--- src/rtl/kfb_pkg.sv ---
// Shared types, codes and constants of the K-line frame builder.
// Used by kfb_front, kfb_queue, kfb_back and kline_frame_builder.
// No dependencies.
package kfb_pkg;

  // Longest payload a frame may carry; longer counts are clamped.
  localparam int unsigned MAX_PAYLOAD = 63;
  localparam int unsigned POS_W = $clog2(MAX_PAYLOAD + 1);

  // Configuration port geometry.
  localparam int unsigned CFG_IDX_W = 3;
  localparam int unsigned CFG_DATA_W = 24;

  // Register indexes.
  localparam logic [CFG_IDX_W-1:0] REG_FORMAT_SELECT   = 3'd0;
  localparam logic [CFG_IDX_W-1:0] REG_ISO9141_HEADER  = 3'd1;
  localparam logic [CFG_IDX_W-1:0] REG_ISO14230_HEADER = 3'd2;
  localparam logic [CFG_IDX_W-1:0] REG_LENGTH_IN_FMT   = 3'd3;
  localparam logic [CFG_IDX_W-1:0] REG_RAW_CHECK_KIND  = 3'd4;

  // Frame format codes; the unused code behaves as raw.
  localparam logic [1:0] FMT_ISO9141  = 2'd0;
  localparam logic [1:0] FMT_ISO14230 = 2'd1;
  localparam logic [1:0] FMT_RAW      = 2'd2;

  // Raw checksum kinds.
  localparam logic [1:0] CK_NONE = 2'd0;
  localparam logic [1:0] CK_XOR  = 2'd1;
  localparam logic [1:0] CK_SUM  = 2'd2;
  localparam logic [1:0] CK_TWOS = 2'd3;

  // Reset values of the registers.
  localparam logic [1:0]  RST_FORMAT_SELECT   = FMT_ISO14230;
  localparam logic [23:0] RST_ISO9141_HEADER  = 24'h686AF1;
  localparam logic [23:0] RST_ISO14230_HEADER = 24'hC033F1;
  localparam logic        RST_LENGTH_IN_FMT   = 1'b1;
  localparam logic [1:0]  RST_RAW_CHECK_KIND  = CK_NONE;

  // Header byte count codes.
  localparam logic [2:0] NH_NONE  = 3'd0;
  localparam logic [2:0] NH_THREE = 3'd3;
  localparam logic [2:0] NH_FOUR  = 3'd4;

  // One classified request: everything the back end needs to emit its bytes.
  typedef struct packed {
    logic [3:0][7:0] hdr;        // header bytes, hdr[0] sent first
    logic [2:0]      nh;         // number of header bytes ahead of the payload
    logic [7:0]      payload;    // payload byte
    logic            last;       // payload byte ends the frame
    logic            send_check; // checksum byte follows the payload
    logic [7:0]      check;      // checksum byte
  } cmd_t;

endpackage

--- src/rtl/kline_frame_builder.sv ---
// Top level of the K-line transmit frame builder: front end, request queue
// and back end. Depends on kfb_pkg, kfb_front, kfb_queue and kfb_back.
//
// Channel | Direction | Content
// in_     | in        | tdata = payload_byte [7:0], payload_count [15:8]
// out_    | out       | tdata = line_byte [7:0], tuser = item_done, tlast = frame_done
// cfg_    | in        | index = register number, data = register value
//
// The output register sends one byte per cycle while the receiver takes them;
// a request produces 1 byte mid-frame, up to 5 at a frame start (4 header
// bytes and the payload), plus 1 when the checksum follows.
// The front end accepts a request per cycle while the two-entry queue has room.
// Reset is synchronous, active low, and needs no clearing pass.
// A stalled output holds its byte; the queue absorbs the front meanwhile.
module kline_frame_builder (
  input  logic                           clk,
  input  logic                           rst_n,
  input  logic                           in_tvalid,
  output logic                           in_tready,
  input  logic [15:0]                    in_tdata,  // payload_byte, payload_count
  output logic                           out_tvalid,
  input  logic                           out_tready,
  output logic [7:0]                     out_tdata, // line_byte
  output logic                           out_tuser, // item_done
  output logic                           out_tlast,
  input  logic                           cfg_valid,
  output logic                           cfg_ready,
  input  logic [kfb_pkg::CFG_IDX_W-1:0]  cfg_index,
  input  logic [kfb_pkg::CFG_DATA_W-1:0] cfg_data
);
  import kfb_pkg::*;

  logic q_full;
  logic push;
  cmd_t push_cmd;
  logic pop;
  logic head_valid;
  cmd_t head_cmd;

  assign cfg_ready = 1'b1;
  assign in_tready = !q_full;

  // Classification of requests.
  kfb_front u_front (
    .clk              (clk),
    .rst_n            (rst_n),
    .cfg_valid        (cfg_valid),
    .cfg_index        (cfg_index),
    .cfg_data         (cfg_data),
    .in_valid         (in_tvalid),
    .in_payload_byte  (in_tdata[7:0]),
    .in_payload_count (in_tdata[15:8]),
    .q_full           (q_full),
    .push             (push),
    .push_cmd         (push_cmd)
  );

  // Queue between front and back end.
  kfb_queue u_queue (
    .clk        (clk),
    .rst_n      (rst_n),
    .push       (push),
    .push_cmd   (push_cmd),
    .full       (q_full),
    .pop        (pop),
    .head_valid (head_valid),
    .head_cmd   (head_cmd)
  );

  // Byte serializer and output register.
  kfb_back u_back (
    .clk            (clk),
    .rst_n          (rst_n),
    .head_valid     (head_valid),
    .head_cmd       (head_cmd),
    .pop            (pop),
    .out_valid      (out_tvalid),
    .out_ready      (out_tready),
    .out_byte       (out_tdata),
    .out_item_done  (out_tuser),
    .out_frame_done (out_tlast)
  );

endmodule

--- src/rtl/kfb_front.sv ---
// Front end of the K-line frame builder: configuration registers, frame
// position and running checksum; classifies each request into a cmd_t.
// Depends on kfb_pkg.
module kfb_front (
  input  logic                            clk,
  input  logic                            rst_n,
  input  logic                            cfg_valid,
  input  logic [kfb_pkg::CFG_IDX_W-1:0]   cfg_index,
  input  logic [kfb_pkg::CFG_DATA_W-1:0]  cfg_data,
  input  logic                            in_valid,
  input  logic [7:0]                      in_payload_byte,
  input  logic [7:0]                      in_payload_count,
  input  logic                            q_full,
  output logic                            push,
  output kfb_pkg::cmd_t                   push_cmd
);
  import kfb_pkg::*;

  logic [1:0]       format_select_r;
  logic [23:0]      iso9141_header_r;
  logic [23:0]      iso14230_header_r;
  logic             length_in_fmt_r;
  logic [1:0]       raw_check_kind_r;
  logic [POS_W-1:0] pos_r, pos_nxt;
  logic [7:0]       acc_r, acc_nxt;

  logic [7:0]      len_c;
  logic            raw;
  logic            use_xor;
  logic            has_check;
  logic            first;
  logic [3:0][7:0] hb;
  logic [2:0]      nh;
  logic [7:0]      hsum;
  logic [7:0]      base;
  logic [7:0]      acc_new;
  logic [7:0]      pos_inc;
  logic            last;
  logic [7:0]      check;

  // Configuration writes; unknown indexes are ignored.
  always_ff @(posedge clk) begin
    if (!rst_n) begin
      format_select_r   <= RST_FORMAT_SELECT;
      iso9141_header_r  <= RST_ISO9141_HEADER;
      iso14230_header_r <= RST_ISO14230_HEADER;
      length_in_fmt_r   <= RST_LENGTH_IN_FMT;
      raw_check_kind_r  <= RST_RAW_CHECK_KIND;
    end else if (cfg_valid) begin
      case (cfg_index)
        REG_FORMAT_SELECT:   format_select_r   <= cfg_data[1:0];
        REG_ISO9141_HEADER:  iso9141_header_r  <= cfg_data[23:0];
        REG_ISO14230_HEADER: iso14230_header_r <= cfg_data[23:0];
        REG_LENGTH_IN_FMT:   length_in_fmt_r   <= cfg_data[0];
        REG_RAW_CHECK_KIND:  raw_check_kind_r  <= cfg_data[1:0];
        default: ;
      endcase
    end
  end

  // Classify the request: header bytes, checksum and end of frame.
  always_comb begin
    if (in_payload_count == 8'd0) begin
      len_c = 8'd1;
    end else if (in_payload_count > 8'(MAX_PAYLOAD)) begin
      len_c = 8'(MAX_PAYLOAD);
    end else begin
      len_c = in_payload_count;
    end

    raw       = format_select_r[1];
    use_xor   = raw && (raw_check_kind_r == CK_XOR);
    has_check = !raw || (raw_check_kind_r != CK_NONE);
    first     = (pos_r == '0);

    hb = '0;
    nh = NH_NONE;
    if (first) begin
      if (format_select_r == FMT_ISO9141) begin
        hb[0] = iso9141_header_r[23:16];
        hb[1] = iso9141_header_r[15:8];
        hb[2] = iso9141_header_r[7:0];
        nh    = NH_THREE;
      end else if (format_select_r == FMT_ISO14230) begin
        hb[1] = iso14230_header_r[15:8];
        hb[2] = iso14230_header_r[7:0];
        if (length_in_fmt_r) begin
          hb[0] = iso14230_header_r[23:16] + len_c;
          nh    = NH_THREE;
        end else begin
          hb[0] = iso14230_header_r[23:16];
          hb[3] = len_c;
          nh    = NH_FOUR;
        end
      end
    end

    // A frame start restarts the checksum; header bytes are zero when absent.
    hsum    = hb[0] + hb[1] + hb[2] + hb[3];
    base    = first ? 8'd0 : acc_r;
    acc_new = use_xor ? (base ^ in_payload_byte) : (base + hsum + in_payload_byte);
    check   = (raw && (raw_check_kind_r == CK_TWOS)) ? (8'd0 - acc_new) : acc_new;

    pos_inc = {{(8 - POS_W){1'b0}}, pos_r} + 8'd1;
    last    = (pos_inc >= len_c);

    push                = in_valid && !q_full;
    push_cmd.hdr        = hb;
    push_cmd.nh         = nh;
    push_cmd.payload    = in_payload_byte;
    push_cmd.last       = last;
    push_cmd.send_check = last && has_check;
    push_cmd.check      = check;

    pos_nxt = pos_r;
    acc_nxt = acc_r;
    if (push) begin
      pos_nxt = last ? '0 : pos_inc[POS_W-1:0];
      acc_nxt = last ? 8'd0 : acc_new;
    end
  end

  // Frame position and running checksum.
  always_ff @(posedge clk) begin
    if (!rst_n) begin
      pos_r <= '0;
      acc_r <= 8'd0;
    end else begin
      pos_r <= pos_nxt;
      acc_r <= acc_nxt;
    end
  end

endmodule

--- src/rtl/kfb_queue.sv ---
// Two-entry queue of classified requests between front and back end.
// Depends on kfb_pkg.
module kfb_queue (
  input  logic          clk,
  input  logic          rst_n,
  input  logic          push,
  input  kfb_pkg::cmd_t push_cmd,
  output logic          full,
  input  logic          pop,
  output logic          head_valid,
  output kfb_pkg::cmd_t head_cmd
);
  import kfb_pkg::*;

  cmd_t       q_r [2];
  logic       wr_ptr_r, wr_ptr_nxt;
  logic       rd_ptr_r, rd_ptr_nxt;
  logic [1:0] cnt_r, cnt_nxt;

  always_comb begin
    full       = (cnt_r == 2'd2);
    head_valid = (cnt_r != 2'd0);
    head_cmd   = q_r[rd_ptr_r];
    wr_ptr_nxt = push ? !wr_ptr_r : wr_ptr_r;
    rd_ptr_nxt = pop ? !rd_ptr_r : rd_ptr_r;
    cnt_nxt    = cnt_r + {1'b0, push} - {1'b0, pop};
  end

  // Entry storage; written only at the tail.
  always_ff @(posedge clk) begin
    if (push) begin
      q_r[wr_ptr_r] <= push_cmd;
    end
  end

  // Pointers and fill level.
  always_ff @(posedge clk) begin
    if (!rst_n) begin
      wr_ptr_r <= 1'b0;
      rd_ptr_r <= 1'b0;
      cnt_r    <= 2'd0;
    end else begin
      wr_ptr_r <= wr_ptr_nxt;
      rd_ptr_r <= rd_ptr_nxt;
      cnt_r    <= cnt_nxt;
    end
  end

`ifndef NO_ASSERTIONS
  a_no_overflow: assert property (@(posedge clk) disable iff (!rst_n)
    full |-> !push) else $error("queue written while full");
  a_no_underflow: assert property (@(posedge clk) disable iff (!rst_n)
    !head_valid |-> !pop) else $error("queue read while empty");
  a_ptr_match: assert property (@(posedge clk) disable iff (!rst_n)
    (cnt_r == 2'd0 || cnt_r == 2'd2) |-> (wr_ptr_r == rd_ptr_r))
    else $error("queue pointers disagree with fill level");
`endif

endmodule

--- src/rtl/kfb_back.sv ---
// K-line frame builder back end (depends on kfb_pkg): walks the bytes of
// the head request, one per cycle unless stalled, into the output register.
module kfb_back (
  input  logic          clk,
  input  logic          rst_n,
  input  logic          head_valid,
  input  kfb_pkg::cmd_t head_cmd,
  output logic          pop,
  output logic          out_valid,
  input  logic          out_ready,
  output logic [7:0]    out_byte,
  output logic          out_item_done,
  output logic          out_frame_done
);
  import kfb_pkg::*;

  logic       out_valid_r, out_valid_nxt;
  logic [7:0] out_byte_r;
  logic       out_item_r;
  logic       out_frame_r;
  logic [2:0] idx_r, idx_nxt;

  logic       advance;
  logic       final_byte;
  logic [2:0] end_idx;
  logic [7:0] sel_byte;

  // Pick the byte at the current position of the head request.
  always_comb begin
    end_idx    = head_cmd.nh + {2'b00, head_cmd.send_check};
    final_byte = (idx_r == end_idx);
    if (idx_r < head_cmd.nh) begin
      sel_byte = head_cmd.hdr[idx_r[1:0]];
    end else if (idx_r == head_cmd.nh) begin
      sel_byte = head_cmd.payload;
    end else begin
      sel_byte = head_cmd.check;
    end

    advance = head_valid && (!out_valid_r || out_ready);
    pop     = advance && final_byte;

    idx_nxt = idx_r;
    if (advance) begin
      idx_nxt = final_byte ? 3'd0 : (idx_r + 3'd1);
    end

    out_valid_nxt = out_valid_r;
    if (advance) begin
      out_valid_nxt = 1'b1;
    end else if (out_ready) begin
      out_valid_nxt = 1'b0;
    end
  end

  // Output register payload.
  always_ff @(posedge clk) begin
    if (advance) begin
      out_byte_r  <= sel_byte;
      out_item_r  <= final_byte;
      out_frame_r <= final_byte && head_cmd.last;
    end
  end

  // Control state.
  always_ff @(posedge clk) begin
    if (!rst_n) begin
      out_valid_r <= 1'b0;
      idx_r       <= 3'd0;
    end else begin
      out_valid_r <= out_valid_nxt;
      idx_r       <= idx_nxt;
    end
  end

  assign out_valid      = out_valid_r;
  assign out_byte       = out_byte_r;
  assign out_item_done  = out_item_r;
  assign out_frame_done = out_frame_r;

`ifndef NO_ASSERTIONS
  a_idx_range: assert property (@(posedge clk) disable iff (!rst_n)
    head_valid |-> (idx_r <= end_idx)) else $error("byte position past request end");
  a_idx_idle: assert property (@(posedge clk) disable iff (!rst_n)
    !head_valid |-> (idx_r == 3'd0)) else $error("byte position left without request");
  a_frame_item: assert property (@(posedge clk) disable iff (!rst_n)
    out_valid_r && out_frame_r |-> out_item_r)
    else $error("frame end not on last byte of request");
`endif

endmodule

--- config.mk ---
export PLATFORM = sky130hd
export DESIGN_NAME = kline_frame_builder
export DESIGN_NICKNAME = d
export VERILOG_FILES = /design/src/rtl/kfb_pkg.sv /design/src/rtl/kline_frame_builder.sv /design/src/rtl/kfb_front.sv /design/src/rtl/kfb_queue.sv /design/src/rtl/kfb_back.sv
export SDC_FILE = /design/constraint.sdc
export NUM_CORES = 1
export LEC_CHECK = 0
export ABC_AREA = 1
export BUFFER_PORTS_ARGS = -buffer_cell sky130_fd_sc_hd__buf_2
export CORE_ASPECT_RATIO = 1.25
export CORE_MARGIN = 4
export CORE_UTILIZATION = 55
export CTS_BUF_LIST = sky130_fd_sc_hd__clkbuf_8
export DETAILED_ROUTE_END_ITERATION = 8
export PLACE_DENSITY = 0.73
export SLEW_MARGIN = 10
export SYNTH_ARGS = -nofsm -noshare
export SYNTH_HDL_FRONTEND = slang
export SYNTH_HIERARCHICAL = 1
export SYNTH_SLANG_ARGS = --single-unit
--- constraint.sdc ---
create_clock -name clk -period 13.8 [get_ports clk]
set_input_delay 2.07 -clock clk [delete_from_list [all_inputs] [get_ports clk]]
set_output_delay 2.07 -clock clk [all_outputs]
set_load 0.02 [all_outputs]
# ---- Yosys cells after proc, flatten, opt, wreduce, memory -nomap -nowiden
# Memory sizes are Yosys's and may differ from the RTL's. A register that Yosys moved wholly into a read port is not among the register bits.
# Index checks and enable logic that the tools add are counted.
dict set report classes {
  n_addsub 12
  magnitude_cmp 4
  n_eq_ne 10
  muxes 28
  n_bitwise 1
  reduce_logical 26
}
# operator count
set ops {}
lappend ops {{$mux 8} 12}
lappend ops {{$mux 32} 2}
lappend ops {{$add 8x8->8} 6}
lappend ops {{$mux 24} 1}
lappend ops {{$bmux 8 s2} 1}
lappend ops {{$mux 3} 5}
lappend ops {{$reduce_and 2->1} 5}
lappend ops {{$ge 8x8->1} 1}
lappend ops {{$gt 8x6->1 const B} 1}
lappend ops {{$logic_not 8->1} 1}
lappend ops {{$sub 1x8->8 const A} 1}
lappend ops {{$xor 8x8->8} 1}
lappend ops {{$add 6x1->7 const B} 1}
lappend ops {{$logic_and 1x1->1} 7}
lappend ops {{$eq 3x2->1 const B} 2}
lappend ops {{$eq 3x3->1} 2}
lappend ops {{$logic_not 6->1} 1}
lappend ops {{$mux 1} 6}
lappend ops {{$mux 6} 1}
lappend ops {{$reduce_bool 2->1} 3}
lappend ops {{$logic_not 1->1} 5}
lappend ops {{$eq 2x1->1 const B} 2}
lappend ops {{$eq 2x2->1 const B} 2}
lappend ops {{$add 3x1->3} 1}
lappend ops {{10 further kinds} 11}
dict set report word_totals {
  reg_bits 85
  ram_bits 106
  input_bits 48
  memories 1
}
# memory words width rd rd_ports_with_merged_regs write_ports line
set memory_table {}
lappend memory_table {u_queue.q_r 2 53 1 1 1 kfb_queue.sv:15} ;# cmd_t q_r [2];

# ---- Logic depth before layout (Yosys ltp)
# Gate-level depths: netlist of the first run.
dict set report depth {
  depth_word 16
  ltp_mapped 39
}

# ---- By module
# Netlist of the first run, hierarchy kept.
# module n_inst cells_per_inst area_each_um2 seq_area_each_um2
set modules_own_cells {}
lappend modules_own_cells {kfb_front 1 700 4908.5 1341.3}
lappend modules_own_cells {kfb_queue 1 198 4304.1 3283.1}
lappend modules_own_cells {kfb_back 1 165 1173.6 380.4}
lappend modules_own_cells {kline_frame_builder 1 3 15.0 0.0}

# ---- Worst setup path after synthesis of the first run
# Ideal clock, no wire load.
dict set report synth_timing {
  kind {input to register}
  startpoint {input port in_tdata[14]}
  endpoint {memory u_queue/q_r[0][6] (netlist name) (data pin)}
  setup_ps 257
  arrival_ps 6731
  required_time_ps 13543
  setup_slack_ps 6812
  path_stages 31
  cell_sequence {nor2_2 inv_1 nor2_1 nand4_1 nand2_1 nor2_1 inv_1 ha_1 ha_1 inv_1 nand2_1 nand2_1 nand3_1 nand2_1 nand2_1 nand3b_1 a21oi_1 inv_1 fa_1 fa_1 fa_1 inv_1 ha_1 a21o_1 a31oi_1 xor2_1 o21ai_1 inv_1 a31oi_1 xor2_1 inv_1}
}
# element line
set synth_rtl {}
lappend synth_rtl {{from (decl)} kline_frame_builder.sv:20} ;# input logic [15:0] in_tdata,
lappend synth_rtl {{to (decl)} kfb_queue.sv:15}

==> results of run 1 <==
==> how the worst min path moves through the flow <==
stage                                         end  cells after the start  slack, ns
finish                u_front/iso9141_header_r[3]                      2       0.46
global route          u_front/iso9141_header_r[3]                      2       0.48
CTS                 u_front/iso14230_header_r[11]                      2       0.46
detailed placement  u_front/iso14230_header_r[11]                      2       0.45
global placement     u_front/iso14230_header_r[5]                      2       0.44
floorplan            u_front/iso14230_header_r[5]                      2       0.43
==> cells by family (layout without fill, tap and decap cells) <==
family	Yosys count	in the layout
buffers and inverters	215	263
multiplexers	53	53
AND/OR/NAND/NOR	362	362
XOR/XNOR	21	21
adder cells (fa/ha/maj)	55	55
AO/OA/AOI/OAI	165	165
other	3	6
flip-flops	192	192
==> per-layer routing <==
layer / track usage / vias to the layer above / share of wire
li1: - / 3564 / -
met1: 0.2702 / 3354 / 0.41
met2: 0.3734 / 195 / 0.51
met3: 0.03882 / 43 / 0.045
met4: 0.08466 / 0 / 0.032
met5: 0 / - / 0
==> cell usage in the layout, fill, tap and decap left out, types with 4 or more instances in the layout <==
cell	Yosys	layout
nand2_1	187	187
inv_1	155	155
edfxtp_1	116	116
nor2_1	78	77
dfxtp_1	76	75
nand3_1	61	61
buf_2	4	59
o21ai_0	53	53
mux2_4	50	50
a21oi_1	48	48
ha_1	28	28
fa_1	27	27
clkbuf_8	0	17
xor2_1	16	16
o211ai_1	14	14
o21ai_1	12	12
a22oi_1	11	11
inv_2	9	10
nand2_2	9	9
o22ai_1	9	9
inv_6	2	7
conb_1	3	6
buf_4	14	6
xnor2_1	5	5
inv_8	0	4
o21ai_2	4	4
nor3_2	3	4
==> sequential cells by signal, summed over array words and instances (netlist names), 2 cells and up, named ones only <==
name,flops
u_queue/q_r,106
u_front/iso14230_header_r,24
u_front/pos_r,6
u_queue/cnt_r,2
u_front/format_select_r,2
u_front/iso9141_header_r,24
u_front/acc_r,8
u_back/out_byte,8
u_front/raw_check_kind_r,2
u_back/idx_r,3
==> layout make-up <==
type	count	area (um^2)
Inverter	166	633.1
Clock inverter	15	193.9
Timing Repair Buffer	65	340.3
Sequential cell	192	5009
Fill cell	1538	7259
Clock buffer	17	234.0
Tap cell	228	285.3
Multi-Input combinational cell	662	4419
==> per-stage QoR <==
step	area (um^2)	setup slack [ns]	instances	hold WS (ns)
floorplan	10410	6.812	1069	0.4292
global placement	10690	6.355	1313	0.4382
detailed placement	10690	6.138	1313	0.4455
CTS	11110	6.639	1345	0.4614
global route	11110	6.199	1345	0.4803
finish	11110	6.559	1345	0.4639
==> worst register-to-register path, cell delays in order, from the launching register on <==
cell     delay (ns)
dfxtp_1        0.34
inv_1          0.09
nand2_1        0.32
nor2_1         0.58
inv_1          0.08
nor2_1         0.30
inv_1          0.18
nor2_1         0.32
inv_1          0.11
fa_1           0.48
fa_1           0.50
inv_1          0.06
fa_1           0.49
ha_1           0.27
fa_1           0.41
nand2_1        0.08
inv_1          0.05
o21a_1         0.17
nor2_1         0.08
nand2_1        0.05
a31oi_1        0.33
nand2_1        0.12
o21ai_2        0.17
xor2_1         0.09
==> power groups by stage <==
stage               clock [mW]  combinational (mW)  sequential, mW
global placement             0                1.08           0.862
detailed placement           0                1.11           0.867
CTS                      0.395                1.12           0.854
global route             0.419                1.26           0.866
floorplan                    0               0.890           0.851
finish                   0.389                1.12           0.853
==> flow_summary_export.csv, run 1 <==
group,metric,value,unit
status,status,"completed",
global_route,grt-ovfl-total,0,
cells_and_area,utilization,0.6049,
timing,slew_viol_final,0,
floorplan,io_pins,61,
power,switching_power,0.9557,mW
clock_network,post-cts-setup-buffers,0,
setup_path,reg2reg_from,"u_front/format_select_r[1]",
setup_path,crit_arrival,7.46,ns
synthesis,synth_adder_area_share,0.08565,
detailed_routing,drt_wl_total,22.22,mm
clock_network,root_buffer,"clkbuf_8",
synthesis,synth-main-ff-cell,"edfxtp_1",
cells_and_area,area_growth,6.857,%
floorplan,start_util,0.5661,
timing,finalSetupViolCount,0,
synthesis,ys_seq_area_frac,0.4812,
detailed_routing,drt_iter0_drc,494,
clock_network,cts_tree,"done",
synthesis,synth_top_area_frac,0.3349,
clock_network,clock-sinks,192,
cells_and_area,fin_nets,1207,
setup_path,path_buf_inv,7,
synthesis,ys_seq_elements,192,
setup_path,cp-endpoint,"u_queue/q_r[1][7]",
clock_network,htreeDepth,4,
run,cap_violations,0,
synthesis,ys_warn_count,6,
timing,worst_clock_skew,0.01670,ns
detailed_routing,ant_nets,0,
synthesis,syn_area,10400,um^2
detailed_routing,route.detailed.drc,0,
timing,relSlewSlack,0.3164,
synthesis,syn_avg_cell_area,9.757,um^2
setup_path,crit_path_max_fanout,7,
detailed_routing,vias_per_cell,5.320,
timing,finalSetupTns,0,ns
placed_design,hpwl,16.19,mm
detailed_routing,num_vias,7156,
power,power.share.switching,0.4049,
global_route,grt_usage,0.2176,
cells_and_area,diodes,0,
timing,clock.fmax,0.1381,GHz
power,totalPowerFinal,2.361,mW
clock_network,clockBufferDepth,2,
hold_path,hp-class,"flop to flop",
synthesis,async_reset_ff_frac,0,
setup_path,r2r_end,"u_queue/q_r[1][7]",
synthesis,yosysMostFrequentCell,"nand2_1",
setup_path,rr_worst_depth,23,
timing,period_needed,7.241,ns
global_route,antenna_found_initial,0,
clock_network,clk_latency,0.48,ns
floorplan,die-area,21190,um^2
synthesis,synth_top_family_by_area,"simple AND/OR/NAND/NOR gates",
setup_path,critPathMaxStageDelay,0.55,ns
setup_path,crit_family,"adder cells",
setup_path,critical_path_required,14.02,ns
synthesis,synth-compound-area-share,0.09106,
setup_path,cp_common_cell,"inv_1",
clock_network,cts-hold-fix-buffers,0,
timing,period_share,0.5247,
power,power.leakage,4.925,nW
synthesis,synth-edff-count,116,
hold_path,min-delay-start,"u_front/iso9141_header_r[3]",
power,ir_worst_vdd,0.08917,mV
synthesis,yosysTopAreaCell,"edfxtp_1",
synthesis,syn_inst,1066,
detailed_routing,firstDrtPassIters,5,
timing,report.final.hold_viol_count,0,
power,clkPwrFrac,0.165,
detailed_routing,routedWlPerCell,16.52,um
power,comb_power_share,0.474,
setup_path,endpoint_kind,"flop",
power,power_frac_seq,0.361,
timing,rsz0062_at_grt,"false",
power,p_int,1.405,mW
synthesis,synth_area_leaders,"edfxtp_1 33%, dfxtp_1 15%, mux2_4 7.2%",
setup_path,start_kind,"primary input",
floorplan,die_x,131,um
timing,worst_slew_pin_slew,1.025,ns
synthesis,muxShareOfSynthArea,0.07542,
global_route,grt_pass1_vias,7013,
synthesis,synth.distinct_cells,50,
power,pwr_density_cell,212.4,nW/um^2
synthesis,synth_common_cells,"187 x nand2_1, 155 x inv_1, 116 x edfxtp_1, 78 x nor2_1, 76 x dfxtp_1",
setup_path,path_class,"primary input to flop",
global_route,grt_max_degree,61,
floorplan,die_h,161.8,um
setup_path,regToRegSetupSlack,7.87,ns
placed_design,gp_congestion,0.9156,
synthesis,synth_xor_area_frac,0.01768,
global_route,grt_pass1_wl,35.49,mm
setup_path,crit_path_start,"in_tdata[14]",
placed_design,portBuffers,59,
setup_path,cp_slowest_cell,"fa_1",
cells_and_area,drive_above_1_share,0.1728,
setup_path,cp.depth,30,
clock_network,clk_pin_slew,0.11,ns
floorplan,core_area,18370,um^2
synthesis,synthSimpleGateAreaFrac,0.1517,
clock_network,post_cts_resized,0,
floorplan,row_count,55,
clock_network,cts_buffers,17,
No activity file was read; power rests on OpenSTA's default activity.
==> inputs of run 2 (changes only) <==
- PLACE_DENSITY: 0.73 -> 0.76
- clock period: 13.8 -> 6.3 ns (I/O delays scaled with it)
==> flow_summary_export.csv, run 2 (synthesis results as in run 1) <==
group,metric,value,unit
status,status,"completed",
detailed_routing,firstDrtPassIters,6,
clock_network,cts_buffers,17,
setup_path,critPathMaxStageDelay,0.55,ns
floorplan,start_util,0.5661,
cells_and_area,diodes,0,
setup_path,critical_path_required,6.51,ns
detailed_routing,drt_wl_total,22.22,mm
timing,worst_slack,0.4220,ns
setup_path,crit_family,"adder cells",
floorplan,die_x,131,um
setup_path,endpoint_kind,"flop",
cells_and_area,layout_commonest_cell,"nand2_1",
cells_and_area,drive_above_1_share,0.1794,
setup_path,path_class,"primary input to flop",
setup_path,cp_slowest_cell,"fa_1",
timing,clock.fmax,0.1701,GHz
clock_network,cts_tree,"done",
detailed_routing,wl_met3,1.162,mm
setup_path,start_kind,"primary input",
detailed_routing,vias_per_cell,5.357,
cells_and_area,top_regs,"u_queue/q_r: 106 flops, u_front/iso14230_header_r: 24 flops, u_front/iso9141_header_r: 24 flops",
detailed_routing,top_layer_used,"met4",
global_route,grt_pass1_wl,35.59,mm
power,power.leakage,4.937,nW
detailed_routing,route.detailed.drc,0,
detailed_routing,wl_met1,8.823,mm
clock_network,clk_latency,0.46,ns
power,ir_worst_vdd,0.2070,mV
power,pwr_density_cell,463.8,nW/um^2
timing,period_share,0.9330,
cells_and_area,utilization,0.6050,
floorplan,core_area,18370,um^2
setup_path,crit_arrival,6.09,ns
global_route,grt_max_degree,61,
placed_design,hpwl,16.40,mm
placed_design,portBuffers,59,
placed_design,gp_congestion,0.8984,
global_route,grt_pass1_vias,7082,
global_route,grt-ovfl-total,0,
floorplan,row_count,55,
cells_and_area,design_area,11120,um^2
timing,period_needed,5.878,ns
timing,worst_slew_pin_slew,1.022,ns
cells_and_area,largest_register,"u_queue/q_r",
timing,worst_clock_skew,0.01272,ns
clock_network,post-cts-setup-buffers,0,
detailed_routing,routedWlPerCell,16.41,um
timing,finalSetupViolCount,0,
timing,finalSetupTns,0,ns
detailed_routing,drt_iter0_drc,556,
clock_network,clockBufferDepth,2,
setup_path,path_buf_inv,6,
detailed_routing,num_vias,7253,
clock_network,htreeDepth,4,
hold_path,hp-class,"flop to flop",
floorplan,io_pins,61,
global_route,antenna_found_initial,0,
clock_network,root_buffer,"clkbuf_8",
timing,report.final.hold_viol_count,0,
placed_design,pre_cts_slack,0.004179,ns
cells_and_area,area_growth,6.881,%
cells_and_area,largest_register_ffs,106,
floorplan,die-area,21190,um^2
timing,relSlewSlack,0.3189,
timing,rsz0062_at_grt,"false",
floorplan,die_h,161.8,um
clock_network,post_cts_resized,0,
cells_and_area,fin_nets,1216,
clock_network,clock-sinks,192,
cells_and_area,final_cell_mix,"187 x nand2_1, 155 x inv_1, 116 x edfxtp_1, 77 x nor2_1, 75 x dfxtp_1",
detailed_routing,ant_nets,0,
placed_design,place_area,10750,um^2
run,cap_violations,0,
timing,slew_viol_final,0,
setup_path,crit_path_max_fanout,5,
clock_network,clk_pin_slew,0.10,ns
clock_network,cts-hold-fix-buffers,0,
detailed_routing,met2_length,11.52,mm
global_route,grt_usage,0.2176,
setup_path,cp_common_cell,"nand2_1",
[run 2: metal layers]
metal	global-route usage	up-vias
met4	0.08606	0
met1	0.2715	3385
met2	0.3734	238
met5	0	-
li1	-	3578
met3	0.03553	52
[run 2: worst min-delay path, stage by stage (launching register included)]
cell and delay [ns]:
dfxtp_1 0.31, inv_1 0.06, a21oi_1 0.05
[run 2: path summary, 6_finish.rpt]
| path | from | end | slack (ns) | cells past startpoint |
|---|---|---|---|---|
| setup / recovery | in_tdata[14] | u_queue/q_r[0][7] | 0.42 | 34 |
| hold / removal | u_front/iso9141_header_r[10] | u_front/iso9141_header_r[10] | 0.46 | 2 |
| setup reg to reg | u_front/format_select_r[1] | u_queue/q_r[0][7] | 0.78 | 23 |
| hold reg to reg | u_front/iso9141_header_r[10] | u_front/iso9141_header_r[10] | 0.46 | 2 |
[run 2: per-stage QoR]
| stage | hold slack (ns) | power [mW] | instances |
|---|---|---|---|
| 6_report | 0.4596 | 5.156 | 1354 |
| 5_1_grt | 0.4792 | 5.546 | 1354 |
| 4_1_cts | 0.4597 | 5.159 | 1354 |
| 3_5_place_dp | 0.4442 | 4.417 | 1322 |
| 3_3_place_gp | 0.4378 | 4.323 | 1322 |
| 2_1_floorplan | 0.4292 | 3.814 | 1069 |
[run 2: power by group]
group / total (mW) / switching [mW] / internal [mW]
clock: 0.746 / 0.460 / 0.286
combinational: 2.55 / 1.51 / 1.04
sequential: 1.86 / 0.130 / 1.73
total: 5.16 / 2.10 / 3.05
[run 2: cell type report]
cell class	count	area [um^2]
fill	1559	7257
sequential	192	5009
multi-input combinational	662	4419
inverter	166	633.1
timing repair buffer	74	407.9
tap	228	285.3
clock buffer	17	234.0
clock inverter	15	128.9
